File: src/sv/icmpr_pkg.sv
// ----------------------------------------------------------------------------
// ICMP echo reply builder package
// Frame offsets, protocol constants, verdict codes and shared types.
// ----------------------------------------------------------------------------
`default_nettype none

package icmpr_pkg;

   // Byte offsets within the Ethernet frame.
   localparam int ETH_HDR       = 14;
   localparam int OFS_TYPE_HI   = 12;
   localparam int OFS_TYPE_LO   = 13;
   localparam int OFS_VER_IHL   = 14;
   localparam int OFS_TLEN_HI   = 16;
   localparam int OFS_TLEN_LO   = 17;
   localparam int OFS_PROTO     = 23;
   localparam int OFS_IP_CSUM   = 24;
   localparam int OFS_IP_SRC    = 26;
   localparam int OFS_IP_DST    = 30;
   localparam int IP_BASE_END   = 34;
   localparam int MAC_BYTES     = 6;

   localparam logic [15:0] ETHERTYPE_IPV4    = 16'h0800;
   localparam logic [3:0]  IP_VERSION        = 4'd4;
   localparam logic [3:0]  IP_MIN_WORDS      = 4'd5;
   localparam logic [7:0]  PROTO_ICMP        = 8'd1;
   localparam logic [7:0]  ICMP_ECHO_REQUEST = 8'd8;
   localparam logic [7:0]  ICMP_ECHO_REPLY   = 8'd0;

   // Verdict codes.
   localparam logic [2:0] V_READY   = 3'd0;
   localparam logic [2:0] V_SHORT   = 3'd1;
   localparam logic [2:0] V_NOT_IP  = 3'd2;
   localparam logic [2:0] V_BAD_HDR = 3'd3;
   localparam logic [2:0] V_NO_ECHO = 3'd4;
   localparam logic [2:0] V_TRUNC   = 3'd5;

   localparam logic RK_VERDICT = 1'b0;
   localparam logic RK_BYTE    = 1'b1;

   // Parsed state of the loaded frame, as seen by the playback side.
   typedef struct packed {
      logic [2:0]  verdict;
      logic [3:0]  header_words;
      logic [15:0] ip_sum;
      logic [15:0] icmp_sum;
   } frame_info_type;

   // Ones-complement add with end-around carry.
   function automatic logic [15:0] ones_add(input logic [15:0] a, input logic [15:0] b);
      logic [16:0] s;
      s = {1'b0, a} + {1'b0, b};
      return s[15:0] + {15'd0, s[16]};
   endfunction

endpackage

`default_nettype wire

File: src/sv/icmpr_parse.sv
// ----------------------------------------------------------------------------
// Frame parser
// Counts pushed bytes, captures header fields, accumulates both checksums
// and forms the verdict on the final byte of a frame.
// ----------------------------------------------------------------------------
`default_nettype none

module icmpr_parse #(
   parameter int FRAME_BYTES = 2048
) (
   input  wire                                clock,
   input  wire                                reset,
   input  wire                                push,
   input  wire [7:0]                          in_byte,
   input  wire                                in_last,
   output logic                               wr_en,
   output logic [$clog2(FRAME_BYTES)-1:0]     wr_addr,
   output logic [$clog2(FRAME_BYTES+1)-1:0]   count,
   output logic [$clog2(FRAME_BYTES+1)-1:0]   count_next,
   output icmpr_pkg::frame_info_type          info
);

   localparam int AW = $clog2(FRAME_BYTES);
   localparam int CW = $clog2(FRAME_BYTES + 1);
   localparam int XW = (CW > 17) ? CW + 1 : 18;

   logic [CW-1:0] count_ff, count_in;
   logic          closed_ff, closed_in;
   logic          ovf_ff, ovf_in;
   logic [15:0]   ip_sum_ff, ip_sum_in;
   logic [15:0]   icmp_sum_ff, icmp_sum_in;
   logic [7:0]    type_hi_ff, type_lo_ff, ver_ihl_ff, tlen_hi_ff, tlen_lo_ff;
   logic [7:0]    proto_ff, icmp_type_ff;

   logic [CW-1:0] cnt_eff;
   logic          ovf_eff;
   logic [15:0]   ip_sum_eff, icmp_sum_eff;
   logic          full, take;
   logic [15:0]   word;
   logic [3:0]    hw_eff;
   logic [XW-1:0] pos, n_x, tlen_x, icmp_at_x, ip_end_x, icmp_end_x, hdr_min_x;
   logic          in_ip, in_icmp;
   logic [15:0]   ether;
   logic [2:0]    verdict;

   always_comb begin
      // The first push after a closed frame starts from a clean slate.
      cnt_eff      = closed_ff ? '0 : count_ff;
      ovf_eff      = closed_ff ? 1'b0 : ovf_ff;
      ip_sum_eff   = closed_ff ? 16'd0 : ip_sum_ff;
      icmp_sum_eff = closed_ff ? 16'd0 : icmp_sum_ff;

      full = (cnt_eff == CW'(FRAME_BYTES));
      take = push & ~full;
      count_in = take ? cnt_eff + CW'(1) : cnt_eff;
      ovf_in   = ovf_eff | (push & full);
      closed_in = push ? in_last : closed_ff;

      word   = cnt_eff[0] ? {8'h00, in_byte} : {in_byte, 8'h00};
      hw_eff = (cnt_eff == CW'(icmpr_pkg::OFS_VER_IHL)) ? in_byte[3:0] : ver_ihl_ff[3:0];

      pos        = XW'(cnt_eff);
      n_x        = XW'(count_in);
      tlen_x     = XW'({tlen_hi_ff, tlen_lo_ff});
      ip_end_x   = XW'(icmpr_pkg::ETH_HDR) + XW'({hw_eff, 2'b00});
      icmp_at_x  = ip_end_x;
      icmp_end_x = XW'(icmpr_pkg::ETH_HDR) + tlen_x;
      hdr_min_x  = XW'({hw_eff, 2'b00}) + XW'(8);

      // The checksum fields, and the ICMP type that becomes zero, are left out.
      in_ip = (pos >= XW'(icmpr_pkg::ETH_HDR)) && (pos < ip_end_x) &&
              (pos != XW'(icmpr_pkg::OFS_IP_CSUM)) &&
              (pos != XW'(icmpr_pkg::OFS_IP_CSUM + 1));
      in_icmp = (pos >= icmp_at_x) && (pos < icmp_end_x) && (pos != icmp_at_x) &&
                (pos != icmp_at_x + XW'(2)) && (pos != icmp_at_x + XW'(3));

      ip_sum_in   = (take && in_ip) ? icmpr_pkg::ones_add(ip_sum_eff, word) : ip_sum_eff;
      icmp_sum_in = (take && in_icmp) ? icmpr_pkg::ones_add(icmp_sum_eff, word)
                                      : icmp_sum_eff;

      ether = {type_hi_ff,
               (cnt_eff == CW'(icmpr_pkg::OFS_TYPE_LO)) ? in_byte : type_lo_ff};

      if (ovf_in) begin
         verdict = icmpr_pkg::V_TRUNC;
      end else if (n_x < XW'(icmpr_pkg::ETH_HDR)) begin
         verdict = icmpr_pkg::V_SHORT;
      end else if (ether != icmpr_pkg::ETHERTYPE_IPV4) begin
         verdict = icmpr_pkg::V_NOT_IP;
      end else if (n_x < XW'(icmpr_pkg::IP_BASE_END)) begin
         verdict = icmpr_pkg::V_TRUNC;
      end else if ((ver_ihl_ff[7:4] != icmpr_pkg::IP_VERSION) ||
                   (ver_ihl_ff[3:0] < icmpr_pkg::IP_MIN_WORDS) ||
                   (proto_ff != icmpr_pkg::PROTO_ICMP)) begin
         verdict = icmpr_pkg::V_BAD_HDR;
      end else if (tlen_x < hdr_min_x) begin
         verdict = icmpr_pkg::V_BAD_HDR;
      end else if (n_x < icmp_end_x) begin
         verdict = icmpr_pkg::V_TRUNC;
      end else if (icmp_type_ff != icmpr_pkg::ICMP_ECHO_REQUEST) begin
         verdict = icmpr_pkg::V_NO_ECHO;
      end else begin
         verdict = icmpr_pkg::V_READY;
      end
   end

   always_ff @(posedge clock) begin
      if (reset) begin
         count_ff    <= '0;
         closed_ff   <= 1'b0;
         ovf_ff      <= 1'b0;
         ip_sum_ff   <= 16'd0;
         icmp_sum_ff <= 16'd0;
      end else if (push) begin
         count_ff    <= count_in;
         closed_ff   <= closed_in;
         ovf_ff      <= ovf_in;
         ip_sum_ff   <= ip_sum_in;
         icmp_sum_ff <= icmp_sum_in;
      end
   end

   always_ff @(posedge clock) begin
      if (take) begin
         if (cnt_eff == CW'(icmpr_pkg::OFS_TYPE_HI)) type_hi_ff <= in_byte;
         if (cnt_eff == CW'(icmpr_pkg::OFS_TYPE_LO)) type_lo_ff <= in_byte;
         if (cnt_eff == CW'(icmpr_pkg::OFS_VER_IHL)) ver_ihl_ff <= in_byte;
         if (cnt_eff == CW'(icmpr_pkg::OFS_TLEN_HI)) tlen_hi_ff <= in_byte;
         if (cnt_eff == CW'(icmpr_pkg::OFS_TLEN_LO)) tlen_lo_ff <= in_byte;
         if (cnt_eff == CW'(icmpr_pkg::OFS_PROTO))   proto_ff   <= in_byte;
         if (pos == icmp_at_x)                       icmp_type_ff <= in_byte;
      end
   end

   assign wr_en      = take;
   assign wr_addr    = cnt_eff[AW-1:0];
   assign count      = count_ff;
   assign count_next = count_in;

   assign info.verdict      = verdict;
   assign info.header_words = ver_ihl_ff[3:0];
   assign info.ip_sum       = ip_sum_ff;
   assign info.icmp_sum     = icmp_sum_ff;

endmodule

`default_nettype wire

File: config.mk
export PLATFORM = sky130hd
export DESIGN_NAME = icmpr_parse
export DESIGN_NICKNAME = d
export VERILOG_FILES = /design/src/sv/icmpr_pkg.sv /design/src/sv/icmpr_parse.sv
export SDC_FILE = /design/constraint.sdc
export NUM_CORES = 1
export LEC_CHECK = 0
export ABC_AREA = 1
export ABC_CLOCK_PERIOD_IN_PS = 4800
export BUFFER_PORTS_ARGS = -buffer_cell sky130_fd_sc_hd__buf_2
export CORE_MARGIN = 3
export CORE_UTILIZATION = 60
export CTS_CLUSTER_SIZE = 12
export DETAILED_ROUTE_END_ITERATION = 6
export HOLD_SLACK_MARGIN = 0.15
export PLACE_DENSITY = 0.78
export SYNTH_ARGS = -nofsm -noshare
export SYNTH_HDL_FRONTEND = slang
export SYNTH_SLANG_ARGS = --single-unit
File: constraint.sdc
create_clock -name clock -period 4.8 [get_ports clock]
set_input_delay 0.24 -clock clock [delete_from_list [all_inputs] [get_ports clock]]
set_output_delay 0.24 -clock clock [all_outputs]
set_load 0.03 [all_outputs]
Word level (Yosys, flattened, before mapping)
Cells that the tools add are included.
- register bits after elaboration: 102
- bits of input ports: 12
- output and inout port bits: 75
- logic and storage cells: 87
- add/subtract/negate cells: 10
- order comparisons: 9
- equality and inequality tests: 17
- muxes and demuxes: 18
- bitwise operators: 4
- reductions and logical operators: 17
- operators by type and width (cell ; number):
    $mux 16 ; 5
    $eq 12x4->1 const B ; 3
    $eq 12x5->1 const B ; 3
    $add 16x16->17 ; 2
    $lt 12x17->1 ; 2
    $add 16x1->16 ; 2
    $mux 12 ; 2
    $mux 3 ; 8
    $ne 12x5->1 const B ; 2
    $ne 12x8->1 ; 2
    $add 4x16->17 const A ; 1
    $add 7x2->8 const B ; 2
    $lt 16x7->1 ; 1
    $ne 16x12->1 const B ; 1
    $add 12x1->12 const B ; 1
    $eq 12x12->1 const B ; 1
    $eq 12x7->1 ; 1
    $ge 12x4->1 const B ; 1
    $ge 12x7->1 ; 1
    $lt 12x4->1 const B ; 1
    $lt 12x6->1 const B ; 1
    $lt 12x7->1 ; 1
    $ne 12x7->1 ; 1
    $reduce_and 2->1 ; 6
    14 further kinds ; 24

Depth between registers and ports, before layout
- depth in word-level cells: 13
- depth in mapped cells: 30
- mapped depth without buffers: 27

Worst setup path after synthesis
OpenSTA, ideal clock, no wires.
- path type: reg2out
- start: reg closed_ff
- end: out info[38] in the netlist's numbering
- data arrival time: 3.745 ns
- data required time: 4.560 ns
- setup slack: 0.815 ns
- cell stages (with the launch flop): 26
- buffers on the path: 3
- cells stage by stage: dfxtp_1 > inv_2 > buf_6 > nand2_1 > buf_2 > inv_1 > buf_2 > ha_1 > inv_1 > nor2_1 > nand2_1 > xor2_1 > nand2_1 > o21ai_1 > ha_1 > nand2_1 > inv_1 > o21ai_0 > nand2_1 > nor2_1 > nor2_1 > a21oi_1 > nand2_1 > nand2_1 > nor2_1 > o21ai_1
- RTL lines (item ; RTL line ; RTL):
    start: declaration ; icmpr_parse.sv:28 ; logic closed_ff, closed_in;
    start signal: assignment ; icmpr_parse.sv:116 ; closed_ff <= closed_in;
    end: declaration ; icmpr_parse.sv:20 ; output icmpr_pkg::frame_info_type info

==> summary.txt <==
Hold path
  – Worst min path class: in -> reg
  – Hold Crit Start: in_byte[4]
  – WHS Path Cells: 1
  – Hold Path End: tlen_hi_ff[4]

Clock tree
  – Post-CTS Setup Bufs: 0
  – Hold-fix buffers at CTS: 0
  – Clock latency on the worst-skew pair: 370 ps
  – H-tree depth: 3
  – TritonCTS clock tree: built
  – Clock buffer count from CTS: 9
  – CTS max path bufs: 2
  – Root Driver: clkbuf_16
  – Post-CTS Resized: 0
  – Clk pin slew, worst setup/hold paths: approximately 80 ps
  – CTS sink count: 102

Power
  – Maximum vdd ir drop: 0.000149 V
  – Lkg Pwr: 5.14 nW
  – Reg power frac: 0.402
  – Clk network pwr share: 0.311
  – Internal cell power: 0.00152 W
  – Net Switching: 0.000908 W
  – Sw Share: 0.374
  – Power Total: 0.00243 W
  – P per Cell Area: 245 mW/mm^2
  – Logic pwr share: 0.286

Synth
  – Syn_area_per_cell: 6.63 sq um
  – Yosys warns: 0
  – Post-synth top area share: 0.186
  – Cell area after synthesis: 0.00903 sq mm
  – Most frequent cell after synthesis: nand2_1
  – Synth Area in XOR/XNOR: 0.0466
  – Net count after synthesis: between 1000 and 1500
  – Number of flops mapped to enable cells by yosys: 56
  – Ys flop type: edfxtp_1
  – Largest family of logic cells by synthesized area: simple AND/OR/NAND/NOR gates
  – Sequential share of the synthesized area: 0.288
  – Most frequent cells after synthesis: nand2_1 (364), inv_1 (200), nor2_1 (139), nand3_1 (127), a21oi_1 (87)
  – Ys async rst share: 0
  – #FFs+latches synth: 102
  – Adder and majority gate portion of the synthesized area: 0.106
  – Mux contribution to synthesized area: 0
  – Area leader, netlist: edfxtp_1
  – Post-Syn Instances: 1361
  – Post-Synth Simple-Gate Area: 0.352
  – Post-synthesis compound-gate area fraction: 0.101
  – Synth area leaders: edfxtp_1 (19%), nand2_1 (15%), dfxtp_1 (10%)
  – Distinct cells, synth: 49

Route
  – Post-Route WL: 27.5 mm
  – Drt first pass iters: 6
  – Per-cell routed wire length: 16.9 um
  – Final antenna-violating net count: 0
  – DR vias: between 9000 and 10000
  – Detailed-route DRC error count: 0
  – Number of vias per cell: 5.71
  – First-iteration detailed-routing DRC count: 898

Worst setup path
  – FF-to-FF End: ip_sum_ff[0]
  – Critical path class: reg -> out
  – Worst EP required: 4560 ps
  – Worst R2R Path Depth: 21
  – R2R setup slack: 450 ps
  – CP endpoint kind: primary output
  – Worst R2R Start: closed_ff
  – Worst-path fanout max: 14
  – Crit start category: flop
  – WP data arrival: 4210 ps

Run
  – Max cap viols: 0

Layout
  – Area Growth Syn to Fin: 9.74%
  – Diode count: 0
  – Layout net count: 1524
  – Area of the multi-input gates: 0.00547 sq mm
  – Final non-filler cell total: 1626
  – # fillers: about 1300
  – Sequential cell area: 0.00260 sq mm
  – Share of cells above drive strength 1: 0.103

STA
  – Slew @ Worst Pin: 746 ps
  – Post-route setup slack: 348 ps
  – Total Neg Setup Slack: 0 ps
  – Fin Hold WS: 180 ps
  – RSZ-0062 raised after global routing: false
  – Fin crit period: between 4000 and 5000 ps
  – Setup violators final: 0
  – Max_slew headroom: 0.503
  – Max Clk Rate: 0.225 GHz
  – Fin crit share: 0.927
  – Final hold violations: 0
  – Final Skew: 9.62 ps
  – Max Slew Vio Count: 0

Global routing
  – Vias in the first global route: between 8000 and 9000
  – Largest net degree at the start of global routing: 49
  – Global Route Usage Sum: 0.338
  – Global-route wire length before repair: between 40 and 50 mm
  – Initial antenna violation count: 0
  – Gr ovfl total: 0

Placed design
  – Post-DP HPWL: roughly 21 mm
  – Inst Count DP: 1610
  – # port buffers: 86
  – Final Wtd Congestion: between 1 and 1.5
  – Worst slack, placed: 452 ps

Floorplan
  – # IOs: 87
  – Initial Utilization: 0.617
  – Total die area: 0.0166 sq mm
  – Die span in x: 129 um
  – FP Rows: 44
  – Die Y: 129 um
  – Placeable Area: 0.0146 sq mm

Status
  – Status: complete, no violations
-- final cells by class --
type | instances | share of cell area
multi-input cells | 1018 | 0.552
flip-flops and latches | 102 | 0.263
inverters | 208 | 0.0791
repair buffers | 98 | 0.0525
well taps | 184 | 0.0232
clock buffers | 9 | 0.0227
clock inverters | 7 | 0.00821
-- state kept, by name, summed over array words and instances (netlist names) --
signal,cells
icmp_type_ff,8
ip_sum_ff,16
proto_ff,8
ovf_ff,1
count,12
type_hi_ff,8
ver_ihl_ff,8
tlen_hi_ff,8
type_lo_ff,8
icmp_sum_ff,16
tlen_lo_ff,8
closed_ff,1
-- kinds of logic after synthesis --
| family | count (synthesis) |
|---|---|
| buffers and inverters | 241 |
| and+or+nand+nor | 725 |
| DFF | 102 |
| AOI/OAI and AO/OA | 170 |
| xor gates and xnor gates | 48 |
| adders and majority gates | 75 |
-- cells in the final DEF (no fill, tap or decap), types with 2 or more instances in the layout --
cell type,netlist,layout
o211ai_1,3,3
a21o_1,2,2
nor3_1,19,19
inv_1,200,200
and2_1,3,3
nor2_1,139,139
buf_4,8,12
dfxtp_1,46,46
nand3_4,3,3
nand3_1,127,127
nand2_2,8,9
nand2_1,364,363
nor2_2,4,4
o21bai_1,2,2
buf_2,5,86
o21ai_0,52,52
o21ai_1,11,11
or2_2,3,3
inv_8,0,2
fa_1,2,2
clkinv_8,0,2
or4_1,2,2
clkbuf_16,0,9
xor2_1,36,36
clkinv_4,0,2
o21a_1,2,2
ha_1,73,73
nand3b_1,9,9
inv_2,8,7
xnor2_1,12,12
edfxtp_1,56,56
nor4_1,11,11
nand4_1,26,26
a21oi_1,87,87
o21ai_2,2,2
-- stage by stage --
stage / cell area (sq um) / util
after floorplan: 9030 / -
after global routing: 9910 / 0.677
after global placement: 9600 / 0.655
after detailed placement: 9600 / 0.655
final: 9910 / 0.677
after CTS: 9900 / 0.676
-- critical path: stages, from the launching register on --
cell     delay (ps)
dfxtp_1         320
inv_2           220
nand2_1         300
inv_1           300
buf_4           250
ha_1            250
inv_1            70
nor2_1          160
nand2_1         100
xor2_1          180
nand2_1         100
o21ai_1         220
ha_1            310
nand2_1          60
inv_1            50
o21ai_0          60
nand2_1          90
nor2_1          100
nor2_1           50
a21oi_1         110
nand2_1          70
nand2_1          90
nor2_1           40
o21ai_1         140
buf_2           210
-- layer usage --
metal,GRT usage,share of wire,vias to the layer above
met1,0.462,0.42,4212
met2,0.555,0.47,416
met5,0,0,-
met3,0.0407,0.076,61
met4,0.118,0.030,0
li1,-,-,4600
-- how the worst max path moves through the flow --
stage / start / to / cells after the start
floorplan: closed_ff / info[38] / 25
global placement: closed_ff / ip_sum_ff[9] / 21
detailed placement: closed_ff / ip_sum_ff[9] / 23
CTS: closed_ff / info[38] / 23
global route: closed_ff / info[38] / 24
finish: closed_ff / info[38] / 24
-- power by group through the flow --
stage               clock (W)  combinational (W)  sequential [W]
global placement            0           0.000676        0.000996
floorplan                   0           0.000452         0.00104
CTS                  0.000760           0.000684        0.000976
finish               0.000756           0.000696        0.000976
global route         0.000780           0.000769        0.000980
detailed placement          0           0.000679        0.000995
No activity file was read; power rests on OpenSTA's default activity.
